## src/packet_slot_ring_manager_top_defines.svh

```systemverilog
// Assertion macros for the packet slot ring manager.
// Used by files that carry concurrent checks; expects clk and arst_n in scope.
`ifndef PACKET_SLOT_RING_MANAGER_TOP_DEFINES_SVH
`define PACKET_SLOT_RING_MANAGER_TOP_DEFINES_SVH

// check a property on every clock edge outside reset
`define PSRM_ASSERT(lbl, prop, msg) \
	lbl: assert property (@(posedge clk) disable iff (!arst_n) prop) else $error(msg);

// check that a condition implies a consequence outside reset
`define PSRM_ASSERT_IMPL(lbl, ante, cons, msg) \
	lbl: assert property (@(posedge clk) disable iff (!arst_n) (ante) |-> cons) \
		else $error(msg);

`endif

```

## src/psrm_pkg.sv

```systemverilog
// Shared types, constants and helper functions of the packet slot ring manager.
// No dependencies.
package psrm_pkg;

	localparam int MAX_SLOTS  = 16;
	localparam int HEAD_BYTES = 2;
	localparam int SLOT_W     = $clog2(MAX_SLOTS);
	localparam int PTR_W      = $clog2(MAX_SLOTS + 1);
	localparam int CNT_W      = 5;
	localparam int BYTE_W     = 8;
	localparam int OFFS_W     = 12;
	localparam int CFG_IDX_W  = 1;

	localparam logic [1:0] OP_RESERVE    = 2'd0;
	localparam logic [1:0] OP_TAKE_RX    = 2'd1;
	localparam logic [1:0] OP_TAKE_TX    = 2'd2;
	localparam logic [1:0] OP_SET_STATUS = 2'd3;

	localparam logic [1:0] ST_FREE    = 2'd0;
	localparam logic [1:0] ST_FILLING = 2'd1;
	localparam logic [1:0] ST_FILLED  = 2'd2;
	localparam logic [1:0] ST_SPI     = 2'd3;

	localparam logic [1:0] RC_OK       = 2'd0;
	localparam logic [1:0] RC_BUSY     = 2'd1;
	localparam logic [1:0] RC_OVERSIZE = 2'd2;

	localparam logic [CFG_IDX_W-1:0] CFG_SLOT_COUNT = 1'd0;
	localparam logic [CFG_IDX_W-1:0] CFG_SLOT_BYTES = 1'd1;

	localparam logic [CNT_W-1:0]  SLOT_COUNT_RST = 5'd16;
	localparam logic [BYTE_W-1:0] SLOT_BYTES_RST = 8'd64;

	typedef struct packed {
		logic [1:0] operation;
		logic [7:0] request_bytes;
		logic [3:0] target_slot;
		logic [1:0] new_status;
	} cmd_t;

	typedef struct packed {
		logic [1:0]  result_code;
		logic [3:0]  slot_index;
		logic [11:0] byte_offset;
		logic [7:0]  fill_bytes;
	} rsp_t;

	typedef struct packed {
		logic [CNT_W-1:0]  slot_count;
		logic [BYTE_W-1:0] slot_bytes;
	} cfg_t;

	typedef enum logic [1:0] {
		S_IDLE,
		S_EXEC,
		S_PEND
	} fsm_t;

	function automatic logic [SLOT_W-1:0] wrap_ptr(input logic [PTR_W-1:0] p,
			input logic [CNT_W-1:0] cnt);
		logic [CNT_W-1:0] n;
		n = (cnt < CNT_W'(MAX_SLOTS)) ? cnt : CNT_W'(MAX_SLOTS);
		return (CNT_W'(p) >= n) ? '0 : p[SLOT_W-1:0];
	endfunction

	function automatic logic [BYTE_W-1:0] payload_cap(input logic [BYTE_W-1:0] sb);
		return (sb > BYTE_W'(HEAD_BYTES)) ? sb - BYTE_W'(HEAD_BYTES) : '0;
	endfunction

endpackage

```

## src/psrm_vram.sv

```systemverilog
// Synchronous RAM with one write and one registered read port.
// Entries never written since reset read as zero through per-entry valid flags.
module psrm_vram #(
	parameter int DATA_W = 8,
	parameter int DEPTH  = 16,
	parameter int ADDR_W = $clog2(DEPTH)
) (
	input  logic              clk,
	input  logic              arst_n,
	input  logic              we,
	input  logic [ADDR_W-1:0] waddr,
	input  logic [DATA_W-1:0] wdata,
	input  logic              re,
	input  logic [ADDR_W-1:0] raddr,
	output logic [DATA_W-1:0] rdata
);

	logic [DATA_W-1:0] mem_q [DEPTH];
	logic [DEPTH-1:0]  valid_q;
	logic [DATA_W-1:0] rdata_q;

	always_ff @(posedge clk or negedge arst_n) begin
		if (!arst_n) begin
			valid_q <= '0;
		end else if (we) begin
			valid_q[waddr] <= 1'b1;
		end
	end

	always_ff @(posedge clk) begin
		if (we) begin
			mem_q[waddr] <= wdata;
		end
	end

	always_ff @(posedge clk) begin
		if (re) begin
			rdata_q <= valid_q[raddr] ? mem_q[raddr] : '0;
		end
	end

	assign rdata = rdata_q;

endmodule

```

## src/psrm_engine.sv

```systemverilog
// Slot ring sequencer: read-modify-write of the slot status and fill memories.
// Depends on psrm_pkg, psrm_vram and the assertion macro header.
`include "packet_slot_ring_manager_top_defines.svh"

module psrm_engine import psrm_pkg::*; (
	input  logic clk,
	input  logic arst_n,
	input  cfg_t cfg,
	input  logic cmd_valid,
	output logic cmd_stall,
	input  cmd_t cmd,
	input  logic out_free,
	output logic res_valid,
	output rsp_t res
);

	fsm_t fsm_q, fsm_d;
	cmd_t item_q;
	logic [PTR_W-1:0]  rx_q, rx_d, tx_q, tx_d;
	logic              open_valid_q, ov_d;
	logic [SLOT_W-1:0] open_slot_q, os_d;
	logic [BYTE_W-1:0] bytes_left_q, bl_d;
	logic [SLOT_W-1:0] pend_idx_q, pend_d;

	logic              cmd_acc;
	logic [SLOT_W-1:0] rd_addr;
	logic [1:0]        st_rdata;
	logic [BYTE_W-1:0] fl_rdata;
	logic              st_we, fl_we;
	logic [SLOT_W-1:0] st_waddr;
	logic [1:0]        st_wdata;

	logic [BYTE_W-1:0] cap, fill_f, cur_left, used;
	logic              oversize, close, need_open, open_ok;
	logic [SLOT_W-1:0] rx_s, tx_s, cur_slot;
	logic [1:0]        rx_st;
	logic [OFFS_W-1:0] prod, offs;

	assign cmd_stall = (fsm_q != S_IDLE);
	assign cmd_acc   = cmd_valid && (fsm_q == S_IDLE);
	assign rd_addr   = (cmd.operation == OP_TAKE_TX) ? wrap_ptr(tx_q, cfg.slot_count)
			: wrap_ptr(rx_q, cfg.slot_count);

	psrm_vram #(.DATA_W(2), .DEPTH(MAX_SLOTS)) u_state_ram (
		.clk   (clk),
		.arst_n(arst_n),
		.we    (st_we),
		.waddr (st_waddr),
		.wdata (st_wdata),
		.re    (cmd_acc),
		.raddr (rd_addr),
		.rdata (st_rdata)
	);

	psrm_vram #(.DATA_W(BYTE_W), .DEPTH(MAX_SLOTS)) u_fill_ram (
		.clk   (clk),
		.arst_n(arst_n),
		.we    (fl_we),
		.waddr (open_slot_q),
		.wdata (fill_f),
		.re    (cmd_acc),
		.raddr (rd_addr),
		.rdata (fl_rdata)
	);

	assign cap       = payload_cap(cfg.slot_bytes);
	assign oversize  = item_q.request_bytes > cap;
	assign close     = open_valid_q && (bytes_left_q < item_q.request_bytes);
	assign need_open = !open_valid_q || close;
	assign rx_s      = wrap_ptr(rx_q, cfg.slot_count);
	assign tx_s      = wrap_ptr(tx_q, cfg.slot_count);
	assign rx_st     = (close && (rx_s == open_slot_q)) ? ST_FILLED : st_rdata;
	assign open_ok   = (rx_st == ST_FREE);
	assign fill_f    = (cfg.slot_bytes > bytes_left_q) ? cfg.slot_bytes - bytes_left_q : '0;
	assign cur_slot  = need_open ? rx_s : open_slot_q;
	assign cur_left  = need_open ? cap : bytes_left_q;
	assign used      = (cap >= cur_left) ? cap - cur_left : '0;
	assign prod      = {{BYTE_W{1'b0}}, cur_slot} * {{SLOT_W{1'b0}}, cfg.slot_bytes};
	assign offs      = prod + OFFS_W'(HEAD_BYTES) + {{(OFFS_W-BYTE_W){1'b0}}, used};

	always_ff @(posedge clk or negedge arst_n) begin
		if (!arst_n) begin
			fsm_q        <= S_IDLE;
			rx_q         <= '0;
			tx_q         <= '0;
			open_valid_q <= 1'b0;
			open_slot_q  <= '0;
			bytes_left_q <= '0;
			pend_idx_q   <= '0;
		end else begin
			fsm_q        <= fsm_d;
			rx_q         <= rx_d;
			tx_q         <= tx_d;
			open_valid_q <= ov_d;
			open_slot_q  <= os_d;
			bytes_left_q <= bl_d;
			pend_idx_q   <= pend_d;
		end
	end

	always_ff @(posedge clk) begin
		if (cmd_acc) begin
			item_q <= cmd;
		end
	end

	always_comb begin
		fsm_d     = fsm_q;
		rx_d      = rx_q;
		tx_d      = tx_q;
		ov_d      = open_valid_q;
		os_d      = open_slot_q;
		bl_d      = bytes_left_q;
		pend_d    = pend_idx_q;
		st_we     = 1'b0;
		st_waddr  = rx_s;
		st_wdata  = ST_FILLING;
		fl_we     = 1'b0;
		res_valid = 1'b0;
		res       = '0;
		unique case (fsm_q)
			S_IDLE: begin
				if (cmd_acc) begin
					fsm_d = S_EXEC;
				end
			end
			S_EXEC: begin
				if (out_free) begin
					res_valid = 1'b1;
					fsm_d     = S_IDLE;
					unique case (item_q.operation)
						OP_RESERVE: begin
							if (oversize) begin
								res.result_code = RC_OVERSIZE;
								res.slot_index  = open_valid_q ? open_slot_q : '0;
							end else begin
								if (close) begin
									st_we    = 1'b1;
									st_waddr = open_slot_q;
									st_wdata = ST_FILLED;
									fl_we    = 1'b1;
									ov_d     = 1'b0;
								end
								if (need_open && !open_ok) begin
									res.result_code = RC_BUSY;
									res.slot_index  = rx_s;
								end else begin
									if (need_open) begin
										ov_d = 1'b1;
										os_d = rx_s;
										rx_d = {1'b0, rx_s} + PTR_W'(1);
										if (close) begin
											fsm_d  = S_PEND;
											pend_d = rx_s;
										end else begin
											st_we    = 1'b1;
											st_waddr = rx_s;
											st_wdata = ST_FILLING;
										end
									end
									bl_d            = cur_left - item_q.request_bytes;
									res.result_code = RC_OK;
									res.slot_index  = cur_slot;
									res.byte_offset = offs;
								end
							end
						end
						OP_TAKE_RX: begin
							res.slot_index = rx_s;
							if (st_rdata == ST_FREE) begin
								st_we    = 1'b1;
								st_waddr = rx_s;
								st_wdata = ST_FILLING;
								rx_d     = {1'b0, rx_s} + PTR_W'(1);
							end else begin
								res.result_code = RC_BUSY;
							end
						end
						OP_TAKE_TX: begin
							res.slot_index = tx_s;
							if (st_rdata == ST_FILLED) begin
								st_we          = 1'b1;
								st_waddr       = tx_s;
								st_wdata       = ST_SPI;
								tx_d           = {1'b0, tx_s} + PTR_W'(1);
								res.fill_bytes = fl_rdata;
							end else begin
								res.result_code = RC_BUSY;
							end
						end
						OP_SET_STATUS: begin
							res.slot_index = item_q.target_slot;
							st_we          = 1'b1;
							st_waddr       = item_q.target_slot;
							st_wdata       = item_q.new_status;
						end
						default: begin
							res = '0;
						end
					endcase
				end
			end
			S_PEND: begin
				st_we    = 1'b1;
				st_waddr = pend_idx_q;
				st_wdata = ST_FILLING;
				fsm_d    = S_IDLE;
			end
			default: begin
				fsm_d = S_IDLE;
			end
		endcase
	end

	`PSRM_ASSERT_IMPL(a_acc_to_exec, cmd_acc, ##1 (fsm_q == S_EXEC), "accepted beat did not start execution")
	`PSRM_ASSERT_IMPL(a_pend_is_open, fsm_q == S_PEND, open_valid_q && (pend_idx_q == open_slot_q), "pending status write does not target the open slot")
	`PSRM_ASSERT(a_ptr_range, (rx_q <= PTR_W'(MAX_SLOTS)) && (tx_q <= PTR_W'(MAX_SLOTS)), "ring pointer beyond slot range")

endmodule

```

## src/packet_slot_ring_manager_top.sv

```systemverilog
// Top level of the packet slot ring manager: configuration registers and result register.
// Depends on psrm_pkg and psrm_engine.
//
//   channel  direction  handshake             beat
//   cmd      in         cmd_valid / cmd_stall  cmd_t: operation, request_bytes, target_slot, new_status
//   rsp      out        rsp_valid / rsp_stall  rsp_t: result_code, slot_index, byte_offset, fill_bytes
//   cfg      in         cfg_valid / cfg_ready  cfg_index, cfg_data
//
// The status and fill memories are read when a command is accepted; the command then
// modifies and writes them back in S_EXEC. A reserve that closes the open slot and opens
// the next goes on to S_PEND for the second write to the single status memory port.
// After reset all slots read free at once; there is no clearing pass.
// A result held under rsp_stall leaves the next command accepted, but that command
// waits in its write-back cycle until the result register drains.
module packet_slot_ring_manager_top import psrm_pkg::*; (
	input  logic                 clk,
	input  logic                 arst_n,
	input  logic                 cmd_valid,
	output logic                 cmd_stall,
	input  cmd_t                 cmd,
	output logic                 rsp_valid,
	input  logic                 rsp_stall,
	output rsp_t                 rsp,
	input  logic                 cfg_valid,
	output logic                 cfg_ready,
	input  logic [CFG_IDX_W-1:0] cfg_index,
	input  logic [BYTE_W-1:0]    cfg_data
);

	cfg_t cfg_q;
	logic rsp_valid_q;
	rsp_t rsp_q;
	logic out_free;
	logic res_valid;
	rsp_t res;

	assign cfg_ready = 1'b1;
	assign out_free  = !rsp_valid_q || !rsp_stall;

	always_ff @(posedge clk or negedge arst_n) begin
		if (!arst_n) begin
			cfg_q.slot_count <= SLOT_COUNT_RST;
			cfg_q.slot_bytes <= SLOT_BYTES_RST;
		end else if (cfg_valid && cfg_ready) begin
			case (cfg_index)
				CFG_SLOT_COUNT: cfg_q.slot_count <= cfg_data[CNT_W-1:0];
				CFG_SLOT_BYTES: cfg_q.slot_bytes <= cfg_data;
				default: cfg_q <= cfg_q;
			endcase
		end
	end

	psrm_engine u_engine (
		.clk      (clk),
		.arst_n   (arst_n),
		.cfg      (cfg_q),
		.cmd_valid(cmd_valid),
		.cmd_stall(cmd_stall),
		.cmd      (cmd),
		.out_free (out_free),
		.res_valid(res_valid),
		.res      (res)
	);

	always_ff @(posedge clk or negedge arst_n) begin
		if (!arst_n) begin
			rsp_valid_q <= 1'b0;
		end else if (res_valid) begin
			rsp_valid_q <= 1'b1;
		end else if (!rsp_stall) begin
			rsp_valid_q <= 1'b0;
		end
	end

	always_ff @(posedge clk) begin
		if (res_valid) begin
			rsp_q <= res;
		end
	end

	assign rsp_valid = rsp_valid_q;
	assign rsp       = rsp_q;

endmodule

```

## config.mk

```make
export PLATFORM = sky130hd
export DESIGN_NAME = packet_slot_ring_manager_top
export DESIGN_NICKNAME = d
export VERILOG_FILES = /design/src/psrm_pkg.sv /design/src/psrm_vram.sv /design/src/psrm_engine.sv /design/src/packet_slot_ring_manager_top.sv
export VERILOG_INCLUDE_DIRS = /design/src /design/src/src
export SDC_FILE = /design/constraint.sdc
export NUM_CORES = 1
export LEC_CHECK = 0
export ABC_AREA = 1
export BUFFER_PORTS_ARGS = -buffer_cell sky130_fd_sc_hd__buf_2
export CAP_MARGIN = 20
export CORE_UTILIZATION = 52
export CTS_CLUSTER_SIZE = 16
export DETAILED_ROUTE_END_ITERATION = 8
export PLACE_DENSITY = 0.71
export SYNTH_ARGS = -nofsm -noshare
export SYNTH_HDL_FRONTEND = slang
export SYNTH_SLANG_ARGS = --single-unit
```

## constraint.sdc

```tcl
create_clock -name clk -period 5.5 [get_ports clk]
set_clock_uncertainty 0.2 [all_clocks]
set_input_delay 0.275 -clock clk [delete_from_list [all_inputs] [get_ports clk]]
set_output_delay 0.275 -clock clk [all_outputs]
set_load 0.02 [all_outputs]
```

# Word level (Yosys, flattened, before mapping)
# Memory sizes are Yosys's and may differ from the RTL's. A register that Yosys moved wholly into a read port is not among the register bits.
# Cells that the tools add are included.
# classes
n_addsub	8
mul	1
magnitude_cmp	13
n_eq_ne	15
muxes	81
n_bitwise	8
reduce_logical	30
# ops
cell	n
4-bit 2-to-1 mux	12
2-bit 2-to-1 mux	16
8-bit 2-to-1 mux	4
16-bit bitwise OR	2
4-bit case mux with 4 select lines	2
5-bit 2-to-1 mux	6
1-bit 2-to-1 mux	29
8-bit subtractor	3
8-bit > comparator	2
4-bit by 5-bit < comparator with 1-bit output, second input constant	3
7-bit AND reduction	2
12-bit by 2-bit adder with 12-bit output, second input constant	1
12-bit by 8-bit adder with 12-bit output	1
4-bit by 8-bit multiplier with 12-bit output	1
4-bit by 1-bit adder with 5-bit output, second input constant	2
2-bit equality test, second input constant	5
5-bit greater-or-equal comparator	2
5-bit case mux with 2 select lines	1
1-bit binary-select mux with 4-bit select	2
1-bit demux with 4-bit select	2
4-bit by 1-bit greater-or-equal comparator with 1-bit output, second input constant	2
8-bit greater-or-equal comparator	1
8-bit by 2-bit > comparator with 1-bit output, second input constant	1
2-bit logical NOT	4
23 further kinds	50
# totals
reg_bits	117
mem_bits_rw	160
input_bits	30
output_inout_bits	29
word_cells	178
n_memories	2
# memory_table
name	words	word_bits	read_ports	rd_ports_with_merged_regs	write_ports	line_no	text
u_engine.u_fill_ram.mem_q	16	8	1	1	1	psrm_vram.sv:18	logic [DATA_W-1:0] mem_q [DEPTH];
u_engine.u_state_ram.mem_q	16	2	1	1	1	psrm_vram.sv:18	

# Depth between registers and ports, before layout
# logic_depth
depth_word	20
depth_mapped	39

# By module
# Synthesis repeated with hierarchy kept, for this count alone.
# hier_totals
hier_cells	1842
area_unflattened_um2	16030.4
# by_module_without_submodules
mod	instances	cells_per_inst	area_per_inst_um2
psrm_vram at u_engine.u_fill_ram	1	649	6577.6
psrm_engine	1	858	5839.4
psrm_vram at u_engine.u_state_ram	1	246	2264.7
packet_slot_ring_manager_top	1	89	1348.8

# Least setup slack after synthesis
# OpenSTA, ideal clock, no wires.
# synth_timing
path_type	flip-flop to flip-flop
from	register u_engine.bytes_left_q[7]
to	register rsp_q, in the netlist rsp[18] (data pin)
t_arrival_ps	5241
slack_ps	-193
stages_incl_launch_ff	33
path_buffers	3
cell_sequence	dfrtp_1 -> ha_1 -> nand2_1 -> o21ai_0 -> inv_1 -> nand2_1 -> nand2_1 -> buf_2 -> buf_2 -> buf_2 -> o21ai_0 -> inv_1 -> fa_1 -> or2_2 -> nand2_1 -> nand2_1 -> nand2_1 -> nand4_1 -> o311ai_1 -> o21ai_0 -> nor2_1 -> fa_1 -> ha_1 -> inv_1 -> nor3_1 -> a21oi_1 -> o21ai_0 -> nand2_1 -> nand2_1 -> a21o_1 -> nand2_1 -> nand2_1 -> nor2_1
# synth_between
elab_chain_cells	8
# synth_rtl
element	line_no	text
from (decl)	psrm_engine.sv:22	logic [BYTE_W-1:0] bytes_left_q, bl_d;
from (signal assigned)	psrm_engine.sv:96	bytes_left_q <= bl_d;
parallel branches: the longest is 8 deep, another holds 4-bit by 8-bit multiplier with 12-bit output	--	
to (signal assigned)	packet_slot_ring_manager_top.sv:77	rsp_q <= res;
to (decl)	packet_slot_ring_manager_top.sv:32	rsp_t rsp_q;
# Parallel ways; which one is timed is not known.
# A chain may end at the register's enable or synchronous reset.

# Worst setup path after layout
# layout_timing
from	register cfg_q[12] (netlist name)
to	register rsp_q, in the netlist rsp[18] (data pin)
# layout_between
elab_chain_cells	11
# layout_rtl
element	line_no	text
from (decl)	packet_slot_ring_manager_top.sv:30	cfg_t cfg_q;
from (signal assigned)	packet_slot_ring_manager_top.sv:48	default: cfg_q <= cfg_q;
5-bit < comparator	psrm_pkg.sv:62	n = (cnt < CNT_W'(MAX_SLOTS)) ? cnt : CNT_W'(MAX_SLOTS);
5-bit 2-to-1 mux *	psrm_pkg.sv:62	
5-bit greater-or-equal comparator *	psrm_pkg.sv:63	return (CNT_W'(p) >= n) ? '0 : p[SLOT_W-1:0];
4-bit 2-to-1 mux *	psrm_pkg.sv:63	
parallel branches: the longest is 7 deep, another holds 4-bit by 8-bit multiplier with 12-bit output	--	
# Mark *: on every way between the ends.

==> impl_metrics.ini <==
[outcome]
status = completed

[floorplan]
dieArea_um2 = 31000
dieWidth_um = 176
core_area_um2 = 29700
start_util_pct = 52.9
fp-row-count = 63
die_h_um = 176
ios = 59

[detailed_routing]
dr.pass1.iters = 6
vias_per_cell = 5.40
drt-total-wl_mm = 37.6
vias = 11900
drc = 0
avgRoutedWirePerCell_um = 17.0
ant_nets = 0
drt_iter0_drc = 1014

[logic_synthesis]
synth_edf_count = 212
synth_cell_type_count = 59
synth_warnings = 0
synth_cells = 1653
avgSynthCellArea_um2 = 9.52
ys_ff_latch = 287
synth_nets = 1777
yosysSeqAreaShare_pct = 52.4
synthesis.area_um2 = 15700
async_flop_share_pct = 26.1
synth_flop_cell = edfxtp_1

[global_route]
grt-ovfl-total = 0
grt_pass1_vias = 11600
grtUsageTotal_pct = 24.7
grt_pass1_wl_mm = 59.8
grt_max_degree = 96
antenna_found_initial = 0

[final_layout]
diodes = 0
drive_gt1_share_pct = 15.8
fill_cells = 2410
areaGrowthSynthToFinish_pct = 16.7
finish.instance_area_um2 = 18400
fin_nets = 1921

[place]
placed_area_um2 = 16800
place.gp.congestion = 0.953
io_buffer_count = 57
post-dp-hpwl_mm = 25.6

[timing]
min_period_ns = 5.30
slew_viol_final = 0
rsz0062_at_grt = true
finalHoldViolations = 0
slew-limit-headroom_pct = 29.8
holdWs_ns = 0.206
timing.fmax_mhz = 189
setup_violations = 0
tns_ns = 0
period_share_pct = 96.4
worst_pin_slew_ns = 1.05

[hold_path]
hold_path.class = input port to register

[clock_network]
cts_buffer_depth = 3
cts-buffers-inserted = 31
clock_sinks = 287
htree_levels = 1
cts_tree = yes
cts.reportedPaths.clkPinSlew_ns = 0.06
clock_latency_ns = 0.57
cts_root_buffer = clkbuf_16

[worst_setup_path]
rrSetupSlack_ns = 0.20
path_class = register to register
cp-end-kind = register
critPathLaunchType = register
crit_required_ns = 5.63
cp.arrival_ns = 5.43
cp_max_fo = 7

[power_and_ir_drop]
p_per_area_nw_per_um2 = 510
vdd_ir_drop_max_mv = 0.533
leakage_nw = 8.10

[flow_run]
cap_violations = 0
-- Yosys cell counts (4+ instances only) --
master | n | area share [%]
nand2_1 | 323 | 7.7
inv_1 | 280 | 6.7
edfxtp_1 | 212 | 40
nor2_1 | 142 | 3.4
nand3_1 | 113 | 3.6
o211ai_1 | 89 | 4.2
dfrtp_1 | 73 | 12
o21ai_0 | 72 | 2.3
ha_1 | 71 | 5.6
a21oi_1 | 42 | 1.3
fa_1 | 23 | 2.9
o21ai_1 | 20 | 0.64
buf_2 | 18 | 0.57
buf_4 | 15 | 0.72
nand2_2 | 12 | 0.48
o21bai_1 | 12 | 0.57
xor2_1 | 12 | 0.67
nand4_1 | 10 | 0.40
clkbuf_1 | 9 | 0.21
nand3_2 | 9 | 0.57
or2_1 | 8 | 0.32
inv_2 | 7 | 0.17
or2_2 | 7 | 0.28
a21oi_2 | 6 | 0.33
nor3_1 | 5 | 0.16
o21a_1 | 5 | 0.24
buf_6 | 4 | 0.29
nor2_2 | 4 | 0.16
nor3b_1 | 4 | 0.19
xnor2_1 | 4 | 0.22
-- flip-flops by register name, indices dropped and copies added, names as in the netlist, 5 cells and up --
signal / flops
u_engine.u_fill_ram.mem_q: 128
u_engine.u_state_ram.mem_q: 32
rsp: 26
u_engine.item_q: 16
u_engine.u_fill_ram.valid_q: 16
u_engine.u_state_ram.valid_q: 16
cfg_q: 13
u_engine.bytes_left_q: 8
u_engine.u_fill_ram.rdata: 8
u_engine.rx_q: 5
u_engine.tx_q: 5
-- placed cells by master, fill, tap and decap left out, types with 6 or more instances in the layout --
cell,Yosys,routed
a21oi_1,42,36
dlygate4sd3_1,0,34
o21ai_0,72,61
nor2_1,142,129
ha_1,71,67
a21oi_2,6,12
nor3b_2,2,6
nand3_1,113,113
fa_1,23,22
inv_2,7,10
xor2_1,12,12
nor2_2,4,16
nand2_1,323,319
o21bai_1,12,12
o21ai_1,20,24
clkbuf_1,9,8
nand4_1,10,10
nand3_2,9,9
edfxtp_1,212,212
buf_4,15,62
nand2_2,12,14
o21ai_2,3,10
clkbuf_16,0,31
inv_1,280,277
or2_2,7,7
o211ai_1,89,89
dfrtp_1,73,73
or2_1,8,8
buf_2,18,56
-- timing repair --
action	CTS	global route
resized for setup	1	54
hold endpoints to repair	106	0
cloned	0	0
pin swaps	0	12
hold buffers	34	0
endpoints found under the setup margin	2	7
buffers inserted	0	1
-- worst max-delay path, cell delays in order (launching register included) --
cell and delay, ns:
dfstp_2 0.55, inv_1 0.09, nand2_1 0.11, ha_1 0.26, nand2_2 0.10, inv_2 0.05
a21oi_4 0.20, nand2_4 0.12, nor2_8 0.10, nand2_1 0.07, o21ai_2 0.08, inv_1 0.08
buf_4 0.17, nor2_2 0.11, fa_1 0.45, fa_1 0.53, fa_1 0.56, ha_4 0.31
inv_1 0.06, nor3_2 0.20, a21oi_2 0.10, o21ai_2 0.14, nand2_1 0.08, nand2_1 0.07
a21o_1 0.12, nand2_1 0.05, nand2_1 0.06, nor2_1 0.04
-- cell type report --
type | count | area, um^2 | share of cell area, %
multi-input cells | 1029 | 6330 | 34.5
clock buffers | 42 | 847 | 4.61
repair buffers | 158 | 1160 | 6.33
inverters | 290 | 1090 | 5.95
clock inverters | 16 | 190 | 1.04
flip-flops and latches | 287 | 8250 | 44.9
well taps | 390 | 488 | 2.66
-- worst paths after layout --
path                       cells past startpoint                       startpoint                         endpoint
max reg2reg                                   27                        cfg_q[12]                          rsp[18]
min reg2reg                                    2  u_engine.u_state_ram.valid_q[1]  u_engine.u_state_ram.valid_q[1]
min in group asynchronous                      3                           arst_n                         cfg_q[6]
max                                           27                        cfg_q[12]                          rsp[18]
max in group asynchronous                      4                           arst_n         u_engine.bytes_left_q[2]
min                                            2                           cmd[5]               u_engine.item_q[5]
-- cells by family (layout without fill, tap and decap cells) --
logic type,Yosys count,count (layout),share of synthesized area [%]
AND/OR/NAND/NOR,651,651,18.4
buffers and inverters,337,506,8.76
flip-flops,287,287,52.4
AO/OA/AOI/OAI,267,267,10.9
adder cells (fa/ha/maj),94,94,8.57
XOR/XNOR,16,16,0.891
other,1,1,0.0238
-- per-stage QoR --
stage	setup slack [ns]	instances	utilization, %	power, W
global placement	0.0893	2115	56.3	0.00688
global route	-0.0464	2212	61.8	0.00996
floorplan	0.00285	1653	-	0.00582
detailed placement	-0.0465	2116	56.4	0.00699
finish	0.199	2212	61.8	0.00936
CTS	0.00861	2208	61.0	0.00912
-- power breakdown --
part	internal, W	switching, W
combinational	0.00147	0.00281
clock	0.00123	0.000853
sequential	0.00287	0.000129
total	0.00557	0.00379
-- metal layers --
layer | track usage [%] | routed length (um) | vias up
met5 | 0 | 0 | -
met4 | 6.96 | 884 | 0
met3 | 4.33 | 2450 | 75
met2 | 41.7 | 18200 | 366
met1 | 32.6 | 16100 | 5698
li1 | - | - | 5802
Power figures use the tool's default switching activity.
